### src/rtl/ups_hps_pkg.sv
// ----------------------------------------------------------------------------
// ups_hps_pkg
// Shared widths, register indexes, sequencer state codes and word types.
// ----------------------------------------------------------------------------
package ups_hps_pkg;

  localparam int unsigned ADC_BITS  = 10;
  localparam int unsigned TIME_BITS = 32;
  localparam int unsigned DLY_BITS  = 16;
  localparam int unsigned ST_BITS   = 3;

  // config port
  localparam int unsigned CFG_IDX_BITS  = 1;
  localparam int unsigned CFG_DATA_BITS = DLY_BITS;
  localparam logic [CFG_IDX_BITS-1:0] CFG_AC_THRESHOLD = 1'd0;
  localparam logic [CFG_IDX_BITS-1:0] CFG_OFF_DELAY    = 1'd1;

  localparam logic [ADC_BITS-1:0] AC_THRESHOLD_RST = ADC_BITS'(824);
  localparam logic [DLY_BITS-1:0] OFF_DELAY_RST    = DLY_BITS'(5000);

  // stream word widths
  localparam int unsigned IN_DATA_BITS  = 48;
  localparam int unsigned OUT_DATA_BITS = 16;

  // sequencer state codes
  localparam logic [ST_BITS-1:0] ST_START       = 3'd0;
  localparam logic [ST_BITS-1:0] ST_WAIT_ON     = 3'd1;
  localparam logic [ST_BITS-1:0] ST_WAIT_OFF    = 3'd2;
  localparam logic [ST_BITS-1:0] ST_DELAY       = 3'd3;
  localparam logic [ST_BITS-1:0] ST_WAIT_BUTTON = 3'd4;
  localparam logic [ST_BITS-1:0] ST_WAIT_POWER  = 3'd5;
  localparam logic [ST_BITS-1:0] ST_SETTLE      = 3'd6;

  typedef struct packed {
    logic [TIME_BITS-1:0] now_ms;
    logic                 button_level;
    logic                 sample_strobe;
    logic [ADC_BITS-1:0]  supply_code;
    logic                 host_online_level;
  } in_item_t;

  typedef struct packed {
    logic [ADC_BITS-1:0] ac_threshold_code;
    logic [DLY_BITS-1:0] off_delay_ms;
  } cfg_t;

  typedef struct packed {
    logic               host_power_on;
    logic               power_wait_flag;
    logic               powerfail_shutdown;
    logic               mains_flag;
    logic               battery_flag;
    logic               button_flag;
    logic               host_online_flag;
    logic [ST_BITS-1:0] sequencer_state;
  } result_t;

endpackage

### src/rtl/ups_host_power_sequencer.sv
// ----------------------------------------------------------------------------
// ups_host_power_sequencer
// Host power sequencer for a battery-backed supply, one loop pass per word.
// ----------------------------------------------------------------------------
// Each input word is one pass of the control loop. The word lands in an
// input register, the sequencer update runs in combinational logic behind
// it and the status lands in an output register, so a word is accepted
// every cycle while the output is not stalled. Its status reaches the
// output through the input and output registers and stays until taken.
// Throughput is one word per clock while the output is not stalled; a
// stalled output holds the pipe. Configuration (mains threshold code, off
// delay in ms) is written through cfg_we_i / cfg_index_i / cfg_wdata_i;
// the user must do so only while the block is idle, which the block itself
// does not enforce. Deadlines compare wrap-safe modulo 2^32.
// ----------------------------------------------------------------------------
module ups_host_power_sequencer
  import ups_hps_pkg::*;
(
  input  logic                     clk_i,
  input  logic                     rst_ni,
  // config write port
  input  logic                     cfg_we_i,
  input  logic [CFG_IDX_BITS-1:0]  cfg_index_i,
  input  logic [CFG_DATA_BITS-1:0] cfg_wdata_i,
  // input stream
  input  logic                     s_axis_tvalid,
  output logic                     s_axis_tready,
  // [31:0] now_ms, [32] button_level, [42:33] supply_code,
  // [43] host_online_level, [47:44] zero
  input  logic [IN_DATA_BITS-1:0]  s_axis_tdata,
  // [0] sample_strobe
  input  logic                     s_axis_tuser,
  // result stream
  output logic                     m_axis_tvalid,
  input  logic                     m_axis_tready,
  // [0] host_power_on, [1] power_wait_flag, [2] powerfail_shutdown,
  // [3] mains_flag, [4] battery_flag, [5] button_flag,
  // [6] host_online_flag, [9:7] sequencer_state, [15:10] zero
  output logic [OUT_DATA_BITS-1:0] m_axis_tdata
);

  cfg_t     cfg_q;
  in_item_t item_q;
  logic     in_vld_q;
  result_t  res_d;
  result_t  res_q;
  logic     out_vld_q;
  logic     step;
  logic     take;

  // config registers
  always_ff @(posedge clk_i or negedge rst_ni) begin
    if (!rst_ni) begin
      cfg_q.ac_threshold_code <= AC_THRESHOLD_RST;
      cfg_q.off_delay_ms      <= OFF_DELAY_RST;
    end else if (cfg_we_i) begin
      case (cfg_index_i)
        CFG_AC_THRESHOLD: cfg_q.ac_threshold_code <= cfg_wdata_i[ADC_BITS-1:0];
        CFG_OFF_DELAY:    cfg_q.off_delay_ms      <= cfg_wdata_i[DLY_BITS-1:0];
        default: ;
      endcase
    end
  end

  // word advances when the output register is free or being drained
  assign step          = in_vld_q && (!out_vld_q || m_axis_tready);
  assign s_axis_tready = !in_vld_q || step;
  assign take          = s_axis_tvalid && s_axis_tready;

  always_ff @(posedge clk_i or negedge rst_ni) begin
    if (!rst_ni) begin
      in_vld_q  <= 1'b0;
      out_vld_q <= 1'b0;
    end else begin
      if (take)      in_vld_q <= 1'b1;
      else if (step) in_vld_q <= 1'b0;
      if (step)               out_vld_q <= 1'b1;
      else if (m_axis_tready) out_vld_q <= 1'b0;
    end
  end

  // payload registers
  always_ff @(posedge clk_i) begin
    if (take) begin
      item_q.now_ms            <= s_axis_tdata[TIME_BITS-1:0];
      item_q.button_level      <= s_axis_tdata[TIME_BITS];
      item_q.supply_code       <= s_axis_tdata[TIME_BITS+ADC_BITS:TIME_BITS+1];
      item_q.host_online_level <= s_axis_tdata[TIME_BITS+ADC_BITS+1];
      item_q.sample_strobe     <= s_axis_tuser;
    end
    if (step) res_q <= res_d;
  end

  ups_hps_seq u_seq (
    .clk_i  (clk_i),
    .rst_ni (rst_ni),
    .step_i (step),
    .item_i (item_q),
    .cfg_i  (cfg_q),
    .res_o  (res_d)
  );

  assign m_axis_tvalid = out_vld_q;
  assign m_axis_tdata  = {6'd0, res_q.sequencer_state, res_q.host_online_flag,
                          res_q.button_flag, res_q.battery_flag, res_q.mains_flag,
                          res_q.powerfail_shutdown, res_q.power_wait_flag,
                          res_q.host_power_on};

endmodule

### src/rtl/ups_hps_seq.sv
// ----------------------------------------------------------------------------
// ups_hps_seq
// Button release detect, supply/online latches and host power sequencer.
// ----------------------------------------------------------------------------
module ups_hps_seq
  import ups_hps_pkg::*;
(
  input  logic     clk_i,
  input  logic     rst_ni,
  input  logic     step_i,    // commit one word
  input  in_item_t item_i,
  input  cfg_t     cfg_i,
  output result_t  res_o      // status after this word's update
);

  logic [ST_BITS-1:0]   state_q, state_d;
  logic [TIME_BITS-1:0] deadline_q, deadline_d;
  logic power_q, power_d;
  logic wait_q, wait_d;
  logic pf_q, pf_d;
  logic mains_q, mains_d;
  logic batt_q, batt_d;
  logic online_q, online_d;
  logic held_q, held_d;

  logic                 released;
  logic [TIME_BITS-1:0] armed;
  logic [TIME_BITS-1:0] diff;
  logic                 passed;

  always_comb begin
    // release pulse
    released = 1'b0;
    held_d   = held_q;
    if (!item_i.button_level) begin
      held_d = 1'b1;
    end else if (held_q) begin
      released = 1'b1;
      held_d   = 1'b0;
    end

    online_d = online_q;
    mains_d  = mains_q;
    batt_d   = batt_q;
    if (item_i.sample_strobe) begin
      online_d = item_i.host_online_level;
      mains_d  = (item_i.supply_code >= cfg_i.ac_threshold_code);
      batt_d   = (item_i.supply_code < cfg_i.ac_threshold_code);
    end
  end

  // wrap-safe deadline arithmetic
  assign armed  = item_i.now_ms + TIME_BITS'(cfg_i.off_delay_ms);
  assign diff   = item_i.now_ms - deadline_q;
  assign passed = (diff != '0) && !diff[TIME_BITS-1];

  always_comb begin
    state_d    = state_q;
    deadline_d = deadline_q;
    power_d    = power_q;
    wait_d     = wait_q;
    pf_d       = pf_q;
    case (state_q)
      ST_START: begin
        if (!mains_d) begin
          pf_d    = 1'b1;
          state_d = ST_WAIT_POWER;
        end else begin
          wait_d  = !power_q;
          power_d = 1'b1;
          state_d = ST_WAIT_ON;
        end
      end
      ST_WAIT_ON: begin
        if (online_d) state_d = ST_WAIT_OFF;
      end
      ST_WAIT_OFF: begin
        if (!online_d) begin
          deadline_d = armed;
          state_d    = ST_DELAY;
        end
      end
      ST_DELAY: begin
        if (online_d) begin
          state_d = ST_WAIT_OFF;
        end else if (passed) begin
          wait_d  = power_q;
          power_d = 1'b0;
          if (batt_d) begin
            pf_d    = 1'b1;
            state_d = ST_WAIT_POWER;
          end else begin
            state_d = ST_WAIT_BUTTON;
          end
        end
      end
      ST_WAIT_BUTTON: begin
        if (released) begin
          wait_d  = !power_q;
          power_d = 1'b1;
          state_d = ST_WAIT_ON;
        end
      end
      ST_WAIT_POWER: begin
        if (mains_d) begin
          deadline_d = armed;
          state_d    = ST_SETTLE;
        end
      end
      ST_SETTLE: begin
        if (!mains_d) begin
          deadline_d = armed;
        end else if (passed) begin
          wait_d  = !power_q;
          power_d = 1'b1;
          state_d = ST_WAIT_ON;
        end
      end
      default: begin
        state_d = ST_WAIT_ON;
      end
    endcase
  end

  always_ff @(posedge clk_i or negedge rst_ni) begin
    if (!rst_ni) begin
      state_q  <= ST_START;
      power_q  <= 1'b0;
      wait_q   <= 1'b0;
      pf_q     <= 1'b0;
      mains_q  <= 1'b0;
      batt_q   <= 1'b0;
      online_q <= 1'b0;
      held_q   <= 1'b1;
    end else if (step_i) begin
      state_q  <= state_d;
      power_q  <= power_d;
      wait_q   <= wait_d;
      pf_q     <= pf_d;
      mains_q  <= mains_d;
      batt_q   <= batt_d;
      online_q <= online_d;
      held_q   <= held_d;
    end
  end

  // deadline is always armed before it is compared
  always_ff @(posedge clk_i) begin
    if (step_i) deadline_q <= deadline_d;
  end

  assign res_o.host_power_on      = power_d;
  assign res_o.power_wait_flag    = wait_d;
  assign res_o.powerfail_shutdown = pf_d;
  assign res_o.mains_flag         = mains_d;
  assign res_o.battery_flag       = batt_d;
  assign res_o.button_flag        = held_d;
  assign res_o.host_online_flag   = online_d;
  assign res_o.sequencer_state    = state_d;

  a_hold_idle: assert property (@(posedge clk_i) disable iff (!rst_ni)
    !step_i |=> $stable(state_q) && $stable(power_q) && $stable(held_q))
    else $error("sequencer state moved without a committed word");

  a_power_rise_wait: assert property (@(posedge clk_i) disable iff (!rst_ni)
    $rose(power_q) |-> wait_q)
    else $error("power switched on without wait flag");

  a_wait_power_pf: assert property (@(posedge clk_i) disable iff (!rst_ni)
    (state_q == ST_WAIT_POWER) |-> pf_q)
    else $error("waiting for mains without power-fail flag");

  a_mains_batt: assert property (@(posedge clk_i) disable iff (!rst_ni)
    !(mains_q && batt_q))
    else $error("mains and battery flags both set");

  a_delay_power: assert property (@(posedge clk_i) disable iff (!rst_ni)
    (state_q == ST_DELAY || state_q == ST_WAIT_OFF) |-> power_q)
    else $error("host unpowered while waiting for it to go offline");

endmodule

### config.mk
export PLATFORM = sky130hd
export DESIGN_NAME = ups_host_power_sequencer
export DESIGN_NICKNAME = d
export VERILOG_FILES = /design/src/rtl/ups_hps_pkg.sv /design/src/rtl/ups_host_power_sequencer.sv /design/src/rtl/ups_hps_seq.sv
export SDC_FILE = /design/constraint.sdc
export NUM_CORES = 1
export LEC_CHECK = 0
export BUFFER_PORTS_ARGS = -buffer_cell sky130_fd_sc_hd__buf_2
export CORE_MARGIN = 5
export CORE_UTILIZATION = 55
export DETAILED_ROUTE_END_ITERATION = 6
export HOLD_SLACK_MARGIN = 0.03
export PLACE_DENSITY = 0.87
export SLEW_MARGIN = 10
export SYNTH_ARGS = -nofsm -noshare
export SYNTH_HDL_FRONTEND = slang
export SYNTH_HIERARCHICAL = 1
export SYNTH_SLANG_ARGS = --single-unit
export TNS_END_PERCENT = 100
### constraint.sdc
create_clock -name clk_i -period 5.2 [get_ports clk_i]
set_input_delay 0.26 -clock clk_i [delete_from_list [all_inputs] [get_ports clk_i]]
set_output_delay 0.26 -clock clk_i [all_outputs]
set_load 0.02 [all_outputs]
Yosys cells after proc, flatten, opt, wreduce, memory -nomap -nowiden

Cells that the tools add are included.

Eq/ne operators: 9
Reductions and logical operators: 17
$lt $le $gt $ge: 2
Bitwise logic cells: 1
Multiplexer cells: 44
$add $sub $neg: 2

Operators with widths:

| operator             | count |
|---|---|
| $mux W32             | 3 |
| $pmux W32 S3         | 1 |
| $add A32 B16 Y32     | 1 |
| $reduce_bool A32 Y1  | 1 |
| $sub A32 B32 Y32     | 1 |
| $mux W1              | 27 |
| $mux W3              | 9 |
| $pmux W3 S7          | 1 |
| $ge A10 B10 Y1       | 1 |
| $lt A10 B10 Y1       | 1 |
| $eq A3 B3 Y1 const B | 3 |
| $pmux W1 S4          | 2 |
| $eq A3 B2 Y1 const B | 2 |
| $reduce_and A5 Y1    | 1 |
| $logic_not A1 Y1     | 4 |
| $ne A2 B2 Y1 const B | 2 |
| $reduce_and A2 Y1    | 2 |
| $reduce_bool A2 Y1   | 2 |
| $eq A3 B1 Y1 const B | 1 |
| $logic_and A1 B1 Y1  | 3 |
| $logic_not A3 Y1     | 1 |
| $reduce_bool A3 Y1   | 1 |
| $logic_or A1 B1 Y1   | 2 |
| $ne A2 B1 Y1 const B | 1 |
| other kinds (2)      | 2 |

Flip-flop bits (word level): 125
Word-level logic and storage cells: 101
Output and inout port bits: 18

Logic depth before layout (Yosys ltp)

Gate-level depths: netlist of the first run.

Word-level depth: 6
Mapped depth: 16

Hierarchy

Netlist of the first run, hierarchy kept.

By module, submodules not included:

| module                   | instances | seq. area each (µm²) | cells an instance | area each (µm²) |
|---|---|---|---|---|
| ups_hps_seq              | 1         | 1212.4               | 658               | 5206.2 |
| ups_host_power_sequencer | 1         | 2364.8               | 126               | 2817.7 |

Least setup slack after synthesis of the first run

OpenSTA, ideal clock, no wires.

Path kind: reg-to-reg
From: reg item_q[13] (netlist bit)
To: reg res_q (netlist bit m_axis_tdata[1]) (data pin)
Setup time: 251 ps
Slack: 1320 ps
Arrival: 3629 ps
Required time: 4949 ps
Buffers on the path: 1
Cell stages (with the launch flop): 17
Cells stage by stage: edfxtp_1 > inv_1 > ha_1 > fa_1 > nand2b_1 > a211oi_2 > o31ai_2 > a211oi_2 > mux2i_1 > or4_1 > nor4_1 > nand4_1 > o21ai_4 > nor3_2 > o21a_1 > or2_2 > buf_4

Cells in the longest elaborated chain, start to end: 6

Ends and longest elaborated chain:

| item                                                    | RTL line                              | text |
|---|---|---|
| start, declared                                         | ups_host_power_sequencer.sv:43        | `in_item_t item_q;` |
| $sub A32 B32 Y32 (*)                                    | ups_hps_seq.sv:54                     | `assign diff = item_i.now_ms - deadline_q;` |
| $reduce_bool A32 Y1 or $logic_not A1 Y1 (tied branches) | ups_hps_seq.sv:55                     | `assign passed = (diff != '0) && !diff[TIME_BITS-1];` |
| $logic_and A1 B1 Y1 (*)                                 | ups_hps_seq.sv:55                     |  |
| $mux W1, on equally long branches                       | ups_hps_seq.sv:113, ups_hps_seq.sv:86 |  |
| $mux W1, on equally long branches                       | ups_hps_seq.sv:111, ups_hps_seq.sv:84 |  |
| $pmux W1 S4 (*)                                         | ups_hps_seq.sv:63                     | `case (state_q)` |
| named net u_seq.wait_d                                  | ups_hps_seq.sv:19                     | `logic wait_q, wait_d;` |
| end signal, assigned                                    | ups_host_power_sequencer.sv:91        | `if (step) res_q <= res_d;` |
| end, declared                                           | ups_host_power_sequencer.sv:46        | `result_t res_q;` |

Mark *: on every way through the listed nets, which the timed path passes. The rest lies on a longest branch.
A chain may end at the register's enable or synchronous reset.

==> impl_metrics.ini, run 1 <==
[outcome]
status = complete, no violations

[floorplanning]
die-area_sq_um = 17100
ios = 89
num_rows = 44
chipWidth_um = 131
die_h_um = 131
initial_core_util_pct = 55.6
core_region_area_sq_um = 14400

[critical_path]
critPathLaunchType = flip-flop
r2r_slack_ns = 0.58
crit_fanout = 9
end_kind = flip-flop
crit_top_cell = a21oi_1
crit_chain = ha_1 -> a21oi_1 -> nand2_1 -> a221oi_1 -> a21oi_1 -> or3_1 -> a211o_1 -> nor4_1 -> nand4_1 -> o21ai_4 -> nor3_2 -> or3_4 -> mux2_2
crit_arrival_ns = 4.93
cpPeakStageDelay_ns = 0.46
worstPathRequired_ns = 5.51
criticalPathCategory = flip-flop to flip-flop
critPathSlowestCell = a221oi_1

[finish]
fin_nets = 1032
fillers = 1017
drive_gt1_share_pct = 18.4
finalNonFillerCells = 1099
stdcell_area_sq_um = 9560
diodes = 0
area_delta_synth_final_pct = 19.1

[grt]
grt_pass1_wl_mm = 33.3
antenna_found_initial = 0
grt_pass1_vias = 6583
track_usage_pct = 25.3
grt_start_max_net_pins = 46
gr-total-overflow = 0

[cts]
clk_pin_slew_worst_paths_ns = 0.07
root_buffer = clkbuf_16
h-tree-depth = 4
cts_inserted_buffers = 17
numClockSinks = 125
cts_buffer_depth = 2
cts_tree = done
clk_latency_ns = 0.43

[routing]
drtAntennaViolNets = 0
vias = 6638
drc = 0
wl_mm = 21.3
vias_per_cell = 6.04
post_drt_wl_per_cell_um = 19.4
drt_iter0_markers = 557
drt_pass1_iterations = 5

[placed_design]
place_area_sq_um = 8490
gp_congestion = 0.982
portBuffers = 78
placed_cells = 1021
dp_hpwl_mm = 13.6

[sta]
setup_viol = 0
worst_slew_pin_slew_ns = 1.19
final_max_slew_viol_count = 0
maxSlewHeadroom_pct = 20.6
max_freq_mhz = 217
fin_crit_ns = 4.62
rsz0062_at_grt = no
hold_viol = 0
whs_ns = 0.0652
finalCritPeriodShare_pct = 88.8
setup_tns_ns = 0
clock-skew-final_ns = 0.0122

[logic_synthesis]
yosys_warnings = 6
synth_cells = 784
netlist_area_sq_um = 8020
synthDominantCellAreaShare_pct = 32.6
synth_top_cell_by_area = edfxtp_1
yosysSeqAreaShare_pct = 44.6
synth_flop_cell = edfxtp_1
synth_cell_types = 78
synth-seq-cells = 125
synth.avg_cell_area_sq_um = 10.2
ys_top_cells_by_area = edfxtp_1 33%, ha_1 8.9%, dfrtp_1 8.4%
synth_edf_count = 87
async_flop_share_pct = 30.4

[power_and_ir_drop]
netSwitchingFraction_pct = 34.8
clock_power_share_pct = 31.9
ir_worst_vdd_mv = 0.350
p_seq_share_pct = 35.8
powerDensity_nw_per_um2 = 404
p_switching_w = 0.00134
cellLeakagePower_nw = 4.04
internal_power_w = 0.00252
combPwrFrac_pct = 32.3

[hold_path]
hp-class = input pin to flip-flop

[run]
maxCapViolCount = 0
[flip-flops by register name (all words and copies together) (netlist names)]
signal            cells
u_seq/online_q        1
u_seq/wait_q          1
u_seq/state_q         3
u_seq/pf_q            1
m_axis_tvalid         1
u_seq/batt_q          1
u_seq/mains_q         1
u_seq/deadline_q     32
item_q               45
m_axis_tdata         10
cfg_q                26
u_seq/held_q          1
u_seq/power_q         1
in_vld_q              1
[power by group through the flow]
stage / Clock (W) / Sequential [W] / Combinational (W)
floorplan: 0 / 0.00137 / 0.000917
global placement: 0 / 0.00138 / 0.00113
detailed placement: 0 / 0.00139 / 0.00116
CTS: 0.00123 / 0.00137 / 0.00121
global route: 0.00129 / 0.00140 / 0.00136
finish: 0.00123 / 0.00138 / 0.00125
[synth_stat cells (all sizes together), types with 6 or more instances]
| master | count |
|---|---|
| o21a | 11 |
| nor2b | 11 |
| ha | 57 |
| nand2b | 9 |
| inv | 66 |
| nand4 | 8 |
| nand3 | 16 |
| a21oi | 48 |
| buf | 19 |
| clkbuf | 14 |
| edfxtp | 87 |
| and3 | 16 |
| nor2 | 58 |
| nand2 | 56 |
| a211oi | 12 |
| xnor2 | 23 |
| o211ai | 12 |
| dfrtp | 27 |
| nor3 | 15 |
| xor2 | 12 |
| dfstp | 11 |
| a21o | 11 |
| o21ai | 44 |
| and2 | 11 |
| mux2 | 28 |
| a31oi | 6 |
| mux2i | 9 |
[cell type report]
class | instances | area, sq um | area share, %
Multi-Input combinational cell | 565 | 4030 | 42.1
Sequential cell | 125 | 3580 | 37.4
Timing Repair Buffer | 127 | 873 | 9.14
Clock buffer | 19 | 454 | 4.75
Inverter | 66 | 248 | 2.59
Tap cell | 184 | 230 | 2.41
Clock inverter | 13 | 150 | 1.57
[per-stage QoR]
step | util (%) | power (W) | setup slack (ns)
after floorplan | - | 0.00229 | 1.32
after global placement | 58.9 | 0.00251 | 0.772
after detailed placement | 58.9 | 0.00255 | 0.732
after CTS | 66.2 | 0.00381 | 0.699
after global routing | 66.3 | 0.00404 | 0.399
final | 66.3 | 0.00386 | 0.582
[cell usage in the layout (no fill, tap or decap), drive strengths merged, types with 19 or more instances in the layout]
cell         Yosys  layout
a21oi           48      48
buf             19      81
clkbuf          14      19
dfrtp           27      27
dlygate4sd3      0      46
edfxtp          87      87
ha              57      57
inv             66      73
mux2            28      28
nand2           56      56
nor2            58      58
o21ai           44      44
xnor2           23      23
[cell families after synthesis]
| group | after synthesis | synth area share [%] |
|---|---|---|
| compound gates | 200 | 16.8 |
| buf+inv | 99 | 5.49 |
| simple gates | 228 | 14.4 |
| mux | 37 | 5.52 |
| flops | 125 | 44.6 |
| xor+xnor | 35 | 3.82 |
| fa+ha+maj | 59 | 9.39 |
| other cells | 1 | 0.0467 |
[path summary, 6_finish.rpt]
path | depth (start not counted) | startpoint | endpoint
max in group asynchronous | 2 | rst_ni | u_seq/state_q[2]
min reg2reg | 1 | item_q[12] | u_seq/held_q
min | 2 | s_axis_tvalid | in_vld_q
max reg2reg | 13 | item_q[27] | u_seq/state_q[0]
min in group asynchronous | 2 | rst_ni | u_seq/online_q
max | 13 | item_q[27] | u_seq/state_q[0]
[critical path: cells and delay by family (launching register included)]
kind,cells,cell delay (ns)
compound gates,5,1.83
fa+ha+maj,1,0.41
flops,1,0.41
mux,1,0.27
simple gates,6,1.58
[routing by layer]
metal	wire length [um]	GRT usage, %
met5	0	0
met1	8530	29.9
met2	10900	45.0
met4	618	10.1
met3	1270	5.45
[timing repair]
| action | in CTS | in global routing |
|---|---|---|
| setup buffers | 0 | 0 |
| setup endpoints to repair | 0 | 0 |
| hold buffers | 45 | 1 |
| resized for setup | 0 | 0 |
| hold endpoints to repair | 71 | 1 |
No activity file was read; power rests on OpenSTA's default activity.
==> inputs of run 2 (changes only) <==
CORE_MARGIN = 10   (was 5)
PLACE_DENSITY = 0.86   (was 0.87)
SYNTH_HIERARCHICAL = default   (was 1)
==> run 2 against run 1 <==
Setup slack gained 0.47 ns. Total power shrank 0.38%. Fmax grew 11%. Global-route usage shrank 5.2 points. Via count grew 0.89%. Clock power is essentially flat. First-iteration DRC count grew 0.90%. Final cell count grew 2.9%. Synthesized area grew 2.1%. Critical endpoint is now m_axis_tdata[1].
==> impl_metrics.ini, run 2 <==
[finish]
final_common_cell = edfxtp_1
drive_gt1_share_pct = 18.4
fin_nets = 1064
final_cell_mix = 87 x edfxtp_1, 78 x buf_2, 76 x inv_1
diodes = 0
stdcell_area_sq_um = 9740
regMostFlops = item_q
largest_reg_flops = 45
largestRegisters = item_q: 45 flops, u_seq.deadline_q: 32 flops, cfg_q: 26 flops
fin_util_pct = 66.7
area_delta_synth_final_pct = 18.9
fillers = 1025

[placed_design]
place_area_sq_um = 8660
dp_hpwl_mm = 13.8
portBuffers = 78
gp_congestion = 0.948

[cts]
cts_setup_buffers = 0
h-tree-depth = 4
cts_tree = done
cts_inserted_buffers = 17
cts_buffer_depth = 2
cts-resized-gates = 0
numClockSinks = 125
clk_latency_ns = 0.43
root_buffer = clkbuf_16
ctsHoldBuffers = 47
clk_pin_slew_worst_paths_ns = 0.06

[grt]
track_usage_pct = 20.1
grt_pass1_wl_mm = 32.9
gr-total-overflow = 0
grt_pass1_vias = 6550
grt_start_max_net_pins = 46
antenna_found_initial = 0

[routing]
drtAntennaViolNets = 0
wl_mm = 20.3
drt_pass1_iterations = 6
post_drt_wl_per_cell_um = 17.9
drt_iter0_markers = 562
vias_per_cell = 5.92
vias = 6697
drc = 0

[sta]
finalCritPeriodShare_pct = 79.8
fin_crit_ns = 4.15
final_max_slew_viol_count = 0
worst_slew_pin_slew_ns = 1.14
max_freq_mhz = 241
hold_viol = 0
maxSlewHeadroom_pct = 23.9
setup_viol = 0
clock-skew-final_ns = 0.0119
rsz0062_at_grt = no
setup_tns_ns = 0

[logic_synthesis]
yosys_warnings = 0
async_flop_share_pct = 30.4
netlist_area_sq_um = 8190
synth_commonest_cells = 87 x edfxtp_1, 76 x inv_1, 59 x nand2_1, 57 x ha_1, 55 x nor2_1
synth.avg_cell_area_sq_um = 10.1
synth_cells = 813
synthDominantCellAreaShare_pct = 31.9
synth_top_cell_by_area = edfxtp_1
synth_cell_types = 91
yosysSeqAreaShare_pct = 43.7
synth_edf_count = 87
ys_top_cells_by_area = edfxtp_1 32%, ha_1 8.7%, dfrtp_1 8.2%
synth-seq-cells = 125
synth_most_common_cell = edfxtp_1
synth_flop_cell = edfxtp_1

[run]
maxCapViolCount = 0

[power_and_ir_drop]
cellLeakagePower_nw = 4.13
powerDensity_nw_per_um2 = 395
ir_worst_vdd_mv = 0.362

[critical_path]
crit_arrival_ns = 4.32
critPathLaunchType = flip-flop
end_kind = flip-flop
criticalPathCategory = flip-flop to flip-flop
r2r_start = u_seq.deadline_q[0]
worstPathRequired_ns = 5.37
cp-startpoint = u_seq.deadline_q[0]
r2r_slack_ns = 1.05
crit_fanout = 6

[floorplanning]
die-area_sq_um = 20200
core_region_area_sq_um = 14600
initial_core_util_pct = 56.1
chipWidth_um = 142
ios = 89
die_h_um = 142
num_rows = 44

[hold_path]
hp-start = cfg_wdata_i[1]
hp-class = input pin to flip-flop

[outcome]
status = complete, no violations
run 2: cell count changes in the layout (fill, tap and decap cells not counted), sizes merged, moves of 6 or more:
cell	change
xnor2	-7
a21boi	+7
o21ai	+8
mux2	-10
nand4	+7
inv	+6
xor2	+8
run 2: final timing paths:
| path | to | cells past startpoint |
|---|---|---|
| min reg2reg | u_seq.online_q | 2 |
| max in group asynchronous | cfg_q[15] | 2 |
| min | cfg_q[17] | 3 |
| min in group asynchronous | u_seq.state_q[0] | 2 |
| max | m_axis_tdata[1] | 13 |
| max reg2reg | m_axis_tdata[1] | 13 |
run 2: layout make-up:
cell class,instances,area [sq um],share of cell area (%)
clock buffers,22,507,5.20
clock inverters,10,98.8,1.02
inverters,77,289,2.97
multi-input cells,585,4150,42.6
flip-flops and latches,125,3580,36.7
well taps,184,230,2.36
repair buffers,128,883,9.07
run 2: metrics by stage:
step | cells | hold WS (ns) | setup slack [ns] | total power, W
CTS | 1131 | 0.0443 | 1.07 | 0.00382
floorplan | 818 | -0.0356 | 1.11 | 0.00231
global placement | 1052 | 0.397 | 1.21 | 0.00254
finish | 1131 | 0.0559 | 1.05 | 0.00385
global route | 1131 | 0.0715 | 0.740 | 0.00405
detailed placement | 1052 | 0.411 | 1.12 | 0.00258
run 2: power breakdown:
part / switching, W / leakage, nW / internal, W / total [W]
Combinational: 0.000738 / 2.57 / 0.000517 / 0.00126
Sequential: 0.000118 / 1.26 / 0.00126 / 0.00138
Clock: 0.000464 / 0.302 / 0.000744 / 0.00121
run 2: cells by family (layout without fill, tap and decap cells):
group | Yosys count | count (layout) | share of synthesized area (%)
AND/OR/NAND/NOR | 246 | 246 | 15.4
AO/OA/AOI/OAI | 216 | 216 | 18.9
flip-flops | 125 | 125 | 43.7
buffers and inverters | 108 | 237 | 5.91
adder cells (fa/ha/maj) | 59 | 59 | 9.20
XOR/XNOR | 36 | 36 | 3.94
multiplexers | 22 | 22 | 2.96
other | 1 | 6 | 0.0458
run 2: worst max-delay path: stages, from the launching register on:
cell,delay [ns]
edfxtp_1,0.39
ha_1,0.23
fa_1,0.41
nand2b_1,0.22
a211oi_2,0.41
o311ai_2,0.21
and4b_1,0.23
a311oi_1,0.34
a311oi_1,0.11
nand4_1,0.10
and4b_1,0.30
a21bo_4,0.27
or3b_1,0.35
a221o_1,0.31
run 2: routing by layer:
layer	up-vias	part of all wire (%)	track usage, %
li1	3232	-	-
met1	3205	42	24.7
met2	219	50	34.3
met3	41	6.2	4.51
met4	0	1.7	6.40
met5	-	0	0
